<file path="src/rtl/tpi_pkg.sv">
// ----------------------------------------------------------------------------
// tpi_pkg
// Shared widths and types for the three-plane intersection block.
// ----------------------------------------------------------------------------
package tpi_pkg;

    localparam int unsigned W_IN  = 32;
    localparam int unsigned W_C   = 65;   // cross product component
    localparam int unsigned W_ACC = 100;  // numerator / denominator, exact
    localparam int unsigned W_DIV = 116;  // |num| << 16
    localparam int unsigned QDEPTH = 4;
    localparam int unsigned QPTR   = 2;

    // classified job from the front end
    typedef struct packed {
        logic                    found;
        logic                    neg_x;
        logic                    neg_y;
        logic                    neg_z;
        logic [W_DIV-1:0]        num_x;
        logic [W_DIV-1:0]        num_y;
        logic [W_DIV-1:0]        num_z;
        logic [W_ACC-1:0]        den;
    } t_job;

endpackage

</file>
<file path="src/rtl/tpi_queue.sv">
// ----------------------------------------------------------------------------
// tpi_queue
// Small FIFO between front and back ends.
// ----------------------------------------------------------------------------
module tpi_queue (
    input  logic          i_clk,
    input  logic          i_rst_n,
    input  logic          i_push,
    input  tpi_pkg::t_job i_job,
    input  logic          i_pop,
    output logic          o_empty,
    output logic [tpi_pkg::QPTR:0] o_count,
    output tpi_pkg::t_job o_job
);
    import tpi_pkg::*;

    t_job            r_mem [QDEPTH];
    logic [QPTR-1:0] r_wp, r_rp;
    logic [QPTR:0]   r_cnt;

    always_ff @(posedge i_clk) begin
        if (!i_rst_n) begin
            r_wp  <= '0;
            r_rp  <= '0;
            r_cnt <= '0;
        end else begin
            if (i_push) r_wp <= r_wp + 1'b1;
            if (i_pop)  r_rp <= r_rp + 1'b1;
            r_cnt <= r_cnt + (QPTR+1)'(i_push) - (QPTR+1)'(i_pop);
        end
    end

    always_ff @(posedge i_clk) begin
        if (i_push) r_mem[r_wp] <= i_job;
    end

    assign o_empty = (r_cnt == '0);
    assign o_count = r_cnt;
    assign o_job   = r_mem[r_rp];

endmodule

</file>
<file path="config.mk">
export PLATFORM = sky130hd
export DESIGN_NAME = tpi_queue
export DESIGN_NICKNAME = d
export VERILOG_FILES = /design/src/rtl/tpi_pkg.sv /design/src/rtl/tpi_queue.sv
export SDC_FILE = /design/constraint.sdc
export NUM_CORES = 1
export LEC_CHECK = 0
export ABC_AREA = 1
export BUFFER_PORTS_ARGS = -buffer_cell sky130_fd_sc_hd__buf_4
export CAP_MARGIN = 10
export CORE_MARGIN = 2
export CORE_UTILIZATION = 45
export CTS_CLUSTER_SIZE = 24
export DETAILED_ROUTE_END_ITERATION = 10
export SYNTH_ARGS = -nofsm -noshare
export SYNTH_HDL_FRONTEND = slang
export SYNTH_SLANG_ARGS = --single-unit
</file>
<file path="constraint.sdc">
create_clock -name i_clk -period 17.45 [get_ports i_clk]
set_input_delay 0 -clock i_clk [delete_from_list [all_inputs] [get_ports i_clk]]
set_output_delay 0 -clock i_clk [all_outputs]
set_load 0.01 [all_outputs]
</file>
### Word level (Yosys, flattened, before mapping)

Memory sizes are Yosys's and may differ from the RTL's. A register that Yosys moved wholly into a read port is not among the register bits.
Cells that the tools add are included.

* shift-type cells: 0
* div/mod/pow operators: 0
* muxes and demuxes: 4
* bitwise logic cells: 0
* $add $sub $neg: 4
* equality and inequality tests: 0
* reductions and logical operators: 1
* order comparisons: 0
* multiply operators: 0

Operators with widths (count)
* $add 2x1->2 const B: 2
* $mux 2: 2
* $add 3x1->3: 1
* $logic_not 3->1: 1
* $sub 3x1->3: 1
* $mux 1: 2

* bits of input ports: 456
* bits in read-only memories: 0
* output and inout port bits: 456
* register bits: 7
* latch bits: 0
* logic and storage cells: 13
* bits in writable memories: 1808
* memories kept: 1

Memories
* r_mem: depth 4, width 452, read ports 1, clocked after memory_dff 1, wr ports 1, RTL line tpi_queue.sv:17 `t_job r_mem [QDEPTH];`

### Logic depth before layout (Yosys ltp)

* depth in word-level cells: 3
* mapped depth: 8
* gate-level depth less buffers: 8

### Worst setup path after synthesis

Ideal clock, no wire load.

* kind: reg-to-reg
* from: register r_wp[0]
* to: memory r_mem[2][0] (netlist name) (enable)
* buffers on the path: 0
* data required time: 16.651 ns
* setup slack: 7.415 ns
* clock period less this slack: 10.035 ns
* stages on the path, launching flop included: 5
* setup time: 0.799 ns
* arrival: 9.235 ns
* cells stage by stage: dfxtp_1 inv_1 ha_1 nand2_1 inv_1

RTL lines
* start: declaration: RTL line tpi_queue.sv:18 `logic [QPTR-1:0] r_wp, r_rp;`
* start signal: assignment: RTL line tpi_queue.sv:27 `if (i_push) r_wp <= r_wp + 1'b1;`
* end: declaration: RTL line tpi_queue.sv:17

No word-level cell before the write port.

==> results.md <==
Global route:
- The initial antenna violation count is 36.
- The all-layer global routing usage is 0.206.
- The total overflow left after global routing is 0.
- In the global route stage, met3 resource usage came out at 0.0536.
- The most utilized layer in the global route result is met2.
- The first global-routing pass estimated between 200 and 300 mm of wire.
- The met1 usage in global routing is 0.246.
- The via count of the first global-routing pass is roughly 44000.
- The fraction of met2 tracks used by global routing is 0.352.
- Entering global routing, the biggest net connects approximately 180 pins.

STA:
- The final count of pins violating max slew is 0.
- The worst setup skew after layout is 63.7 ps.
- Hold is met by 50.8 ps.
- Headroom to the max-slew limit came out at 0.122.
- Setup violations remaining at the end of the flow were counted as 0.
- For the final routed database, the setup TNS stands at 0 ps.
- The count of final hold-check violations was 0.
- Setup repair after global routing left no endpoint under its margin.
- The actual transition at the worst max-transition pin is approximately 1300 ps.
- The portion of the clock cycle consumed by the worst path in the final layout is 0.334.
- The minimum clock period after layout is roughly 5800 ps.
- The maximum clock frequency is 171 MHz.

Critical path:
- The setup check on the worst reg-to-reg path leaves a slack of about 13000 ps.
- The buffering stage count on the worst path with inverters included is 5.
- The worst register-to-register path ends at r_mem[0][388].
- Walking the worst path, the cells encountered are buf_4 -> buf_4 -> buf_4 -> buf_4 -> a21oi_1 -> o21ai_0 -> nand2_1 -> buf_4.
- The data arrival time of the critical path is ~6000 ps.
- The critical path required time is 17450 ps.
- The cell type of the slowest stage on the worst timing path is sky130_fd_sc_hd__dfxtp_4.
- The kind of start point of the critical path is a flip-flop.
- The cell repeated most along the worst path is sky130_fd_sc_hd__buf_4.
- The worst-path maximum fanout is 108.
- For this run, the slowest stage of the critical path takes 880 ps.
- The family with the most delay on the worst path is buffers and inverters.
- The kind of end point of the critical path is an output pin.
- The worst register-to-register path has a depth of 7.
- The worst setup path category is flip-flop to output pin.
- The worst flop-to-flop path startpoint is r_wp[0].

Hold path:
- The tightest min-delay check is of the input port to flip-flop type.
- In this run the most critical hold path is launched from i_rst_n.
- The path with the worst hold slack has its endpoint at o_count[0].
- Along the worst hold path, the cell count comes to 4.

Synthesis:
- The number of nets in the synthesized netlist is 5791.
- The cell area after synthesis is 71200 um2.
- The sequential cell area fraction in the yosys report is 0.765.
- The average cell area after synthesis is 13.4 um2.
- The number of warnings issued by yosys is 0.
- By area the synthesized netlist is led by sky130_fd_sc_hd__edfxtp_1, sky130_fd_sc_hd__inv_1, sky130_fd_sc_hd__nand2_1.
- The biggest area contributor in the post-synthesis netlist is sky130_fd_sc_hd__edfxtp_1.
- The number of instances in the synthesized netlist is 5328.
- Of the post-synthesis cell area, the dominant cell type holds 0.762.
- The post-synthesis sequential element count is 1817.
- Yosys mapped the design onto 18 distinct sky130hd cell types.

Floorplan:
- In this run the core area contains approximately 150 standard-cell rows.
- The die outline width is around 400 um.
- The number of top-level pins is 912.
- The chip height is 402 um.
- The floorplan step defined a die boundary enclosing 161000 um2.
- The starting density of the core is 0.454.
- The floorplan step defined a core boundary enclosing 157000 um2.

Power and ir drop:
- In this run the static leakage power is about 36 nW.
- For this design the ratio of total power to cell area is 108 nW/um2.
- IR analysis of the VDD net gives a maximum drop of 0.0971 mV.

Clock network:
- The clock root buffer is sky130_fd_sc_hd__clkbuf_16.
- The CTS tree is yes.
- After clock tree synthesis, the clock-pin slew on the worst setup and hold paths is 60 ps.
- The total setup buffers inserted after CTS is 0.
- The number of instances resized during post-cts repair is 0.
- The sink count of the clock tree is between 1500 and 2000.
- The count of hold-fix buffers inserted at cts is 848.
- Clock tree synthesis inserted a total of roughly 190 buffers.
- The number of buffers on the longest clock path is 3.
- Clock latency on the worst-skew pair, taken at its later pin, is approximately 790 ps.
- CTS built an H-tree with a depth of 4.

Finish:
- The summed area of non-filler cells in the final layout is 94100 um2.
- Of the cells placed in the final design, the portion with a size suffix greater than 1 is 0.170.
- The layout-stage area growth over the synthesis result is 32.1%.
- The final layout contains 7485 nets.
- The count of cells in the finished layout, fillers not included, comes to 9265.

Detailed routing:
- The first-pass iteration count of the detailed router is 5.
- Wires add up to 172 mm.
- For this run, design rule violations remaining after detail routing come to 0.
- The final route contains 45390 vias.
- The count of antenna-violating nets left after detailed routing is 0.
- The per-cell routed wire length is 18.5 um.
- The per-cell via count in the routed design is 4.90.
- The count of routing violations after the opening detailed-route iteration is ~3100.

Placed design:
- Routability-driven placement finished with a final weighted congestion of ~0.8.
- The HPWL after detailed placement is 102 mm.
- Once placement finished, the instance area stood at 79300 um2.
- The total placed cells including tap cells is between 8000 and 9000.
- The number of buffers added on ports is 911.

Run status:
- The flow ran to the end, and the final reports show no timing, DRC or antenna violations.

Flow run:
- Across the run, the number of max-cap violations was 0.
placed cells by master (no fill, tap or decap), drive strengths merged:
cell type,Yosys,final
diode,0,27
bufinv,0,23
fa,1,1
nand3,1,1
nor2,1,1
o211ai,452,452
ha,6,6
inv,919,923
nor3,1,1
clkbuf,38,232
a21oi,458,458
o21ai,456,456
buf,264,957
clkinv,0,80
nand2,914,914
clkinvlp,0,7
dlygate4sd3,0,851
dfxtp,9,9
edfxtp,1808,1808
layout make-up:
cell class	count	area, um2
fillers	12126	62700
diodes	27	67.6
multi-input cells	2290	11500
clock inverters	114	1300
clock buffers	232	4890
well taps	2058	2570
flip-flops and latches	1817	54500
inverters	919	3480
repair buffers	1808	15800
how the worst max path moves through the flow:
| stage | endpoint | slack, ps | cells after the start |
|---|---|---|---|
| after detailed placement | o_job[449] | 12420 | 8 |
| after CTS | o_job[11] | 11570 | 7 |
| after floorplan | r_mem[2][0] | 7420 | 4 |
| final | o_job[451] | 11620 | 8 |
| after global routing | o_job[2] | 11000 | 8 |
| after global placement | o_job[11] | 12480 | 7 |
synth_stat cells, drive strengths merged:
cell / n
a21oi: 458
buf: 264
clkbuf: 38
dfxtp: 9
edfxtp: 1808
fa: 1
ha: 6
inv: 919
nand2: 914
nand3: 1
nor2: 1
nor3: 1
o211ai: 452
o21ai: 456
kinds of logic after synthesis:
group | share of synthesized area
buffers and inverters | 0.0736
adders and majority gates | 0.00134
and+or+nand+nor | 0.0484
DFF | 0.765
AOI/OAI and AO/OA | 0.112
flip-flops by register name, indices dropped and copies added (netlist names), named ones only:
signal   count
r_wp         2
r_rp         2
r_mem     1808
o_count      3
routing by layer:
layer | vias to the layer above | part of all wire
met3 | 350 | 0.065
met2 | 1133 | 0.50
li1 | 22089 | -
met5 | - | 0.00081
met4 | 20 | 0.045
met1 | 21798 | 0.39
worst reg2reg max path: stages (launching register included):
cell	delay, ps
sky130_fd_sc_hd__dfxtp_1	330
sky130_fd_sc_hd__inv_1	110
sky130_fd_sc_hd__ha_1	150
sky130_fd_sc_hd__nand2_1	130
sky130_fd_sc_hd__inv_8	470
sky130_fd_sc_hd__buf_12	530
sky130_fd_sc_hd__buf_4	1400
sky130_fd_sc_hd__buf_4	790
per-stage QoR:
stage | utilization | setup WS (ps) | power [mW]
6_report | 0.600 | 11620 | 10.2
2_1_floorplan | - | 7420 | 5.69
3_3_place_gp | 0.506 | 12480 | 6.13
5_1_grt | 0.600 | 11000 | 10.6
3_5_place_dp | 0.506 | 12420 | 6.15
4_1_cts | 0.600 | 11570 | 10.3
power breakdown:
| part | switching, mW | total, mW | internal (mW) |
|---|---|---|---|
| Combinational | 0.672 | 1.17 | 0.500 |
| Sequential | 0.0440 | 5.04 | 5.00 |
| Clock | 1.64 | 3.98 | 2.34 |
No activity file was read; power rests on OpenSTA's default activity.
