===== src/rtl/tpi_pkg.sv =====
// ----------------------------------------------------------------------------
// tpi_pkg
// Shared widths and types for the three-plane intersection block.
// ----------------------------------------------------------------------------
package tpi_pkg;

    localparam int unsigned W_IN  = 32;
    localparam int unsigned W_C   = 65;   // cross product component
    localparam int unsigned W_ACC = 100;  // numerator / denominator, exact
    localparam int unsigned W_DIV = 116;  // |num| << 16
    localparam int unsigned QDEPTH = 4;
    localparam int unsigned QPTR   = 2;

    // classified job from the front end
    typedef struct packed {
        logic                    found;
        logic                    neg_x;
        logic                    neg_y;
        logic                    neg_z;
        logic [W_DIV-1:0]        num_x;
        logic [W_DIV-1:0]        num_y;
        logic [W_DIV-1:0]        num_z;
        logic [W_ACC-1:0]        den;
    } t_job;

endpackage


===== src/rtl/tpi_back.sv =====
// ----------------------------------------------------------------------------
// tpi_back
// Restoring divider, one quotient bit per cycle for all three components,
// then sign and saturation.
// ----------------------------------------------------------------------------
module tpi_back (
    input  logic               i_clk,
    input  logic               i_rst_n,
    input  logic               i_empty,
    input  tpi_pkg::t_job      i_job,
    output logic               o_pop,
    output logic               o_vld,
    output logic signed [31:0] o_x,
    output logic signed [31:0] o_y,
    output logic signed [31:0] o_z,
    output logic               o_found
);
    import tpi_pkg::*;

    localparam logic [6:0] LAST = 7'(W_DIV - 1);

    logic              r_busy;
    logic [6:0]        r_cnt;
    t_job              r_job;
    logic [W_DIV-1:0]  r_rem [3];
    logic [W_DIV-1:0]  r_q [3];
    logic              r_vld;
    logic signed [31:0] r_o [3];
    logic              r_found;

    logic [W_DIV-1:0] n_rem [3];
    logic [W_DIV-1:0] n_q [3];
    logic [W_DIV-1:0] num [3];
    logic [W_DIV:0]   sh;
    logic [31:0]      sat [3];
    logic             neg [3];

    assign o_pop = !r_busy && !i_empty;

    always_comb begin
        num[0] = r_job.num_x; num[1] = r_job.num_y; num[2] = r_job.num_z;
        neg[0] = r_job.neg_x; neg[1] = r_job.neg_y; neg[2] = r_job.neg_z;
        sh = '0;
        for (int k = 0; k < 3; k++) begin
            sh = {r_rem[k], num[k][LAST - r_cnt]};
            if (sh >= {17'h0, r_job.den}) begin
                n_rem[k] = W_DIV'(sh - {17'h0, r_job.den});
                n_q[k]   = {r_q[k][W_DIV-2:0], 1'b1};
            end else begin
                n_rem[k] = W_DIV'(sh);
                n_q[k]   = {r_q[k][W_DIV-2:0], 1'b0};
            end
            if (neg[k]) begin
                sat[k] = (n_q[k] > W_DIV'(32'h8000_0000)) ? 32'h8000_0000
                                                          : 32'(-n_q[k]);
            end else begin
                sat[k] = (n_q[k] > W_DIV'(32'h7FFF_FFFF)) ? 32'h7FFF_FFFF
                                                          : n_q[k][31:0];
            end
            if (!r_job.found) sat[k] = '0;
        end
    end

    always_ff @(posedge i_clk) begin
        if (!i_rst_n) begin
            r_busy <= 1'b0;
            r_vld  <= 1'b0;
        end else begin
            r_vld <= r_busy && (r_cnt == LAST);
            if (o_pop) begin
                r_busy <= 1'b1;
            end else if (r_busy && r_cnt == LAST) begin
                r_busy <= 1'b0;
            end
        end
    end

    always_ff @(posedge i_clk) begin
        if (o_pop) begin
            r_job <= i_job;
            r_cnt <= '0;
            for (int k = 0; k < 3; k++) begin
                r_rem[k] <= '0;
                r_q[k]   <= '0;
            end
        end else if (r_busy) begin
            r_cnt <= r_cnt + 1'b1;
            r_rem <= n_rem;
            r_q   <= n_q;
            if (r_cnt == LAST) begin
                r_o     <= '{sat[0], sat[1], sat[2]};
                r_found <= r_job.found;
            end
        end
    end

    assign o_vld   = r_vld;
    assign o_x     = r_o[0];
    assign o_y     = r_o[1];
    assign o_z     = r_o[2];
    assign o_found = r_found;

endmodule


===== config.mk =====
export PLATFORM = sky130hd
export DESIGN_NAME = tpi_back
export DESIGN_NICKNAME = d
export VERILOG_FILES = /design/src/rtl/tpi_pkg.sv /design/src/rtl/tpi_back.sv
export SDC_FILE = /design/constraint.sdc
export NUM_CORES = 2
export LEC_CHECK = 0
export BUFFER_PORTS_ARGS = -buffer_cell sky130_fd_sc_hd__buf_2
export CORE_MARGIN = 2
export CORE_UTILIZATION = 30
export DETAILED_ROUTE_END_ITERATION = 8
export GPL_TIMING_DRIVEN = 1
export SLEW_MARGIN = 20
export SYNTH_ARGS = -nofsm -noshare
export SYNTH_HDL_FRONTEND = slang
export SYNTH_SLANG_ARGS = --single-unit

===== constraint.sdc =====
create_clock -name i_clk -period 29.9 [get_ports i_clk]
set_input_delay 2.99 -clock i_clk [delete_from_list [all_inputs] [get_ports i_clk]]
set_output_delay 2.99 -clock i_clk [all_outputs]
set_load 0.03 [all_outputs]

Yosys cells after proc, flatten, opt, wreduce, memory -nomap -nowiden
Cells that the tools add are included.
{"block": "word_totals", "regBits": 1251, "input_bits": 455, "output_inout_bits": 99, "elab_cells": 70}
{"block": "classes", "add_sub_neg": 8, "order_cmp": 10, "eq_ne": 1, "n_mux": 23, "bitwise_logic": 1, "n_reduce_logical": 6}
{"op": "$ge 117x100->1", "count": 3}
{"op": "$gt 116x31->1 const B", "count": 3}
{"op": "$gt 116x32->1 const B", "count": 3}
{"op": "$mux 116", "count": 3}
{"op": "$sub 116x100->116", "count": 3}
{"op": "$mux 32", "count": 9}
{"op": "$neg 32->32", "count": 3}
{"op": "$bmux 1 s7", "count": 3}
{"op": "$lt 7x8->1 const B", "count": 1}
{"op": "$mux 1", "count": 8}
{"op": "$add 7x1->7 const B", "count": 1}
{"op": "$eq 7x7->1 const B", "count": 1}
{"op": "$sub 7x7->7 const A", "count": 1}
{"op": "$reduce_and 3->1", "count": 1}
{"op": "$logic_and 1x1->1", "count": 2}
{"op": "$logic_not 1->1", "count": 2}
{"op": "$reduce_bool 2->1", "count": 1}
{"op": "$not 1->1", "count": 1}

Depth between registers and ports, before layout
{"block": "logic_depth", "ltp_word": 8, "depth_mapped": 38, "depth_no_buf": 30}

Worst setup path before layout
Ideal clock, no wire load.
{"block": "synth_timing", "path_kind": "input to output", "startpoint": "input port i_empty", "endpoint": "output port o_pop", "arrival_ns": 22.489, "required_ns": 26.910, "slack_ns": 4.421, "stages": 3, "n_path_buf": 2, "cell_sequence": "clkbuf_1 -> clkbuf_1 -> nor2_1"}
{"block": "synth_between", "elab_chain_cells": 2}
{"item": "from (decl)", "line": "tpi_back.sv:9", "rtl": "input logic i_empty,"}
{"item": "$logic_not 1->1", "line": "tpi_back.sv:38", "rtl": "assign o_pop = !r_busy && !i_empty;"}
{"item": "$logic_and 1x1->1", "line": "tpi_back.sv:38"}
{"item": "to (decl)", "line": "tpi_back.sv:11", "rtl": "output logic o_pop,"}
Every way passes these cells.

Final worst setup path
{"block": "layout_timing", "startpoint": "register r_cnt[0]", "endpoint": "register r_o (netlist bit o_y[28]), data pin"}
{"block": "layout_between", "elab_chain_cells": 8}
{"item": "from (decl)", "line": "tpi_back.sv:23", "rtl": "logic [6:0] r_cnt;"}
{"item": "from (signal assigned)", "line": "tpi_back.sv:87", "rtl": "r_cnt <= r_cnt + 1'b1;"}
{"item": "$sub 7x7->7 (*)", "line": "tpi_back.sv:45", "rtl": "sh = {r_rem[k], num[k][LAST - r_cnt]};"}
{"item": "$bmux 1 s7 (*)", "line": "tpi_back.sv:45"}
{"item": "$mux 1 (implied by the code) (*)", "line": "tpi_back.sv:45"}
{"item": "$ge 117x100->1 (*)", "line": "tpi_back.sv:46", "rtl": "if (sh >= {17'h0, r_job.den}) begin"}
{"item": "$mux 1 (*)", "line": "tpi_back.sv:46"}
{"item": "$gt 116x31->1 (tied with other cells)", "line": "tpi_back.sv:57", "rtl": "sat[k] = (n_q[k] > W_DIV'(32'h7FFF_FFFF)) ? 32'h7FFF_FFFF"}
{"item": "$mux 32, on equally long branches", "line": "tpi_back.sv:57, tpi_back.sv:54"}
{"item": "$mux 32 (*)", "line": "tpi_back.sv:53", "rtl": "if (neg[k]) begin"}
{"item": "to (signal assigned)", "line": "tpi_back.sv:91", "rtl": "r_o <= '{sat[0], sat[1], sat[2]};"}
{"item": "to (decl)", "line": "tpi_back.sv:28", "rtl": "logic signed [31:0] r_o [3];"}
Mark *: on every way between the ends. The rest lies on a longest branch, timed or not. The select of a mux whose other input is x is not followed.
A chain may end at the register's enable or synchronous reset.

==> metrics.md <==
| Metric | Value |
|---|---|
| Vias per Instance | approximately 5.4 |
| CP endpoint kind | flop |
| GR Util met3 | between 3 and 4% |
| Post-route DRC | 0 |
| Crit path DAT | 12.15 ns |
| Reg clk slew, reported paths | 0.06 ns |
| Final worst path period share | 38.5% |
| Total global routing track utilization | 19.1% |
| Starting Density | 30.1% |
| Synth cell count leaders | nand2_1 (1335), o21ai_0 (924), dfxtp_1 (702), a21oi_1 (649), edfxtp_1 (549) |
| Reg-to-reg startpoint | r_cnt[0] |
| R2R Setup Slk | 18.38 ns |
| Register area share after synthesis | 43.7% |
| Crit path largest cell delay | a little under 0.9 ns |
| Worst-path maximum fanout | 47 |
| Setup Buffers After CTS | 0 |
| RSZ-0062 raised after global routing | no |
| Worst reg2reg path depth | 28 |
| Site Rows | 177 |
| Post-synth cell types | 88 |
| Switch share | 40.1% |
| Psw | between 2 and 3 mW |
| Yosys top cell area share | 23.6% |
| Clock tree sinks | about 1300 |
| Area of the core | 232000 sq um |
| Number of global-route vias before repair | 57636 |
| Critical path class | flop to flop |
| Detailed Route Iter0 Violations | 5496 |
| Detail-routed net length per standard cell | 20.6 um |
| Num ports | ~550 |
| Number of port buffers | 553 |
| Slowest CP cell | dfxtp_4 |
| Die Y-Extent | 487 um |
| Seq pwr share | 31.5% |
| Hold_buf cts | 0 |
| Clock Tree Root | clkbuf_16 |
| Final-report setup violation count | 0 |
| H-tree lvl count | 4 |
| Least-Margin Pin Slew | 1.11 ns |
| # fillers | 23809 |
| Max-cap violations | 0 |
| Fmax | 86.8 MHz |
| Relative slew slack | 25.9% |
| FF+latch count, synth | ~1300 |
| Routability cong. | between 0.9 and 1 |
| CP delay by family, top | simple AND/OR/NAND/NOR gates |
| Hold Path End | r_rem[231] |
| Setup TNS | 0 ns |
| Die area | 237000 sq um |
| Hold Path Depth | 2 |
| Worst-Skew Late Latency | 0.83 ns |
| Avg Inst Size Synth | 8.81 sq um |
| Antenna Nets Post-Route | 0 |
| Clk pwr share | 26.2% |
| Logic pwr share | 42.3% |
| Share of cells above drive strength 1 | 12.5% |
| First-pass GRT wire length | 354000 um |
| LEAKAGE | 30.6 nW |
| Met1 Use GR | around a quarter |
| M2 GR Usage | a little under a third |
| Maximum VDD drop | 0.0000636 V |
| CTS tree | yes |
| Fin Clk Skew | approximately 0.047 ns |
| PwrDens | approximately 89 nW/um^2 |
| WP buf/inv | 1 |
| Largest net degree at the start of global routing | 187 |
| Min-Delay Path Class | flop to flop |
| First-pass DRT Iterations | 6 |
| Area grow syn2layout | 14.6% |
| Register area | 30600 sq um |
| DR vias | 61437 |
| Main synth FF type | dfxtp_1 |
| CTS Buf Count | 152 |
| Post_cts resized | 0 |
| Die X | around 500 um |
| Most frequent cell after synthesis | nand2_1 |
| Clk buf depth | 3 |
| Final hold slack | 0.458 ns |
| Synthesis warning total | 0 |
| Worst setup SP type | flop |
| EDFF count, synth | roughly 550 |
| Post-Synthesis Cells | a little under 8000 |
| Area of the multi-input gates | 36600 sq um |
| Hold_sp | r_rem[231] |
| Net count after synthesis | 8701 |
| Total wire length | 234000 um |
| R2R Path End | o_y[28] |
| GRT busiest layer | met2 |
| Status | finished clean |
| Final hold vios | 0 |
| Final Max Slew Viols | 0 |
| Initial antenna violation count | 40 |
| P_int | 4.27 mW |
| Post-Syn Area | between 60000 and 70000 sq um |
| Detail Placement HPWL | 174000 um |
| # nets final | around 8900 |
| Required @ worst endpoint | 30.53 ns |
| Grt ovf | 0 |
| Synth area leaders | edfxtp_1 (24%), dfxtp_1 (20%), nand2_1 (7.2%) |
| Final critical-path required period | 11.52 ns |
| Ys async rst share | 0% |
| Largest area contributor in the netlist | edfxtp_1 |
## power groups by stage
stage / registers, mW / logic (mW) / clock network, mW
2_1_floorplan: 2.22 / 2.26 / 0
3_3_place_gp: 2.27 / 2.93 / 0
3_5_place_dp: 2.28 / 2.96 / 0
4_1_cts: 2.24 / 2.98 / 1.92
5_1_grt: 2.28 / 3.34 / 1.99
6_report: 2.25 / 3.01 / 1.87
## kinds of logic after synthesis
family          share of synthesized area, %
flops                                   43.7
fa+ha+maj                               5.56
buf+inv                                 4.09
compound gates                          21.6
simple gates                            17.2
xor+xnor                                3.97
mux                                     3.96
## layout by cell type, fill, tap and decap left out, types with 121 or more instances in the layout
master,netlist,layout
xor2_1,124,123
nand3_1,121,121
clkbuf_16,0,154
a21o_1,198,198
nand2_1,1335,1335
inv_1,227,224
nor2_1,512,510
a21oi_1,649,649
o21ai_0,924,924
nand4_1,170,170
edfxtp_1,549,549
ha_1,306,306
xnor2_1,193,193
buf_2,5,552
dfxtp_1,702,698
## sequential cells by signal, summed over array words and instances (netlist names)
register and count:
neg 3, r_busy 1, r_cnt 7, r_q 345, o_x 32, r_job 101, o_z 32, o_found 1
o_vld 1, num 348, r_rem 348, o_y 32
## worst max-delay path by stage
stage | slack [ns] | from | end | depth (start not counted)
2_1_floorplan | 4.42 | i_empty | o_pop | 3
3_3_place_gp | 18.33 | r_cnt[0] | o_y[6] | 28
3_5_place_dp | 18.14 | r_cnt[0] | o_y[25] | 28
4_1_cts | 18.07 | r_cnt[0] | o_y[28] | 28
5_1_grt | 17.45 | r_cnt[0] | o_y[11] | 28
6_report | 18.38 | r_cnt[0] | o_y[28] | 28
## cell type report
cell class	count	share of cell area [%]
inverter	229	1.08
clock inverter	79	1.08
timing repair buffer	612	4.05
multi-input combinational	5929	45.7
clock buffer	204	5.24
sequential	1251	38.1
antenna	11	0.0343
tap	3043	4.75
## worst reg2reg max path: cells and delay by family (launching register included)
kind / cells / cell delay, ns
adders and majority gates: 2 / 0.51
buffers and inverters: 1 / 0.84
and+or+nand+nor: 10 / 3.69
AOI/OAI and AO/OA: 11 / 3.46
muxes: 4 / 1.99
DFF: 1 / 0.89
## stage by stage
step                      instance area [sq um]  power, mW  utilization (%)  setup slack (ns)  cells
after global routing                      80200       7.60             34.5             17.45  11354
after floorplan                           69900       4.48                -              4.42   7937
after detailed placement                  75100       5.24             32.3             18.14  11064
after CTS                                 80200       7.14             34.5             18.07  11347
after global placement                    75100       5.21             32.3             18.33  11064
final                                     80200       7.13             34.5             18.38  11358
## routing by layer
metal  vias up  wire length (um)
met5         -               188
met4        28              8270
met3       404             16600
met2      2277            105000
met1     29322            104000
li1      29406                 -
Note: power is estimated with default switching activity, not from simulation.
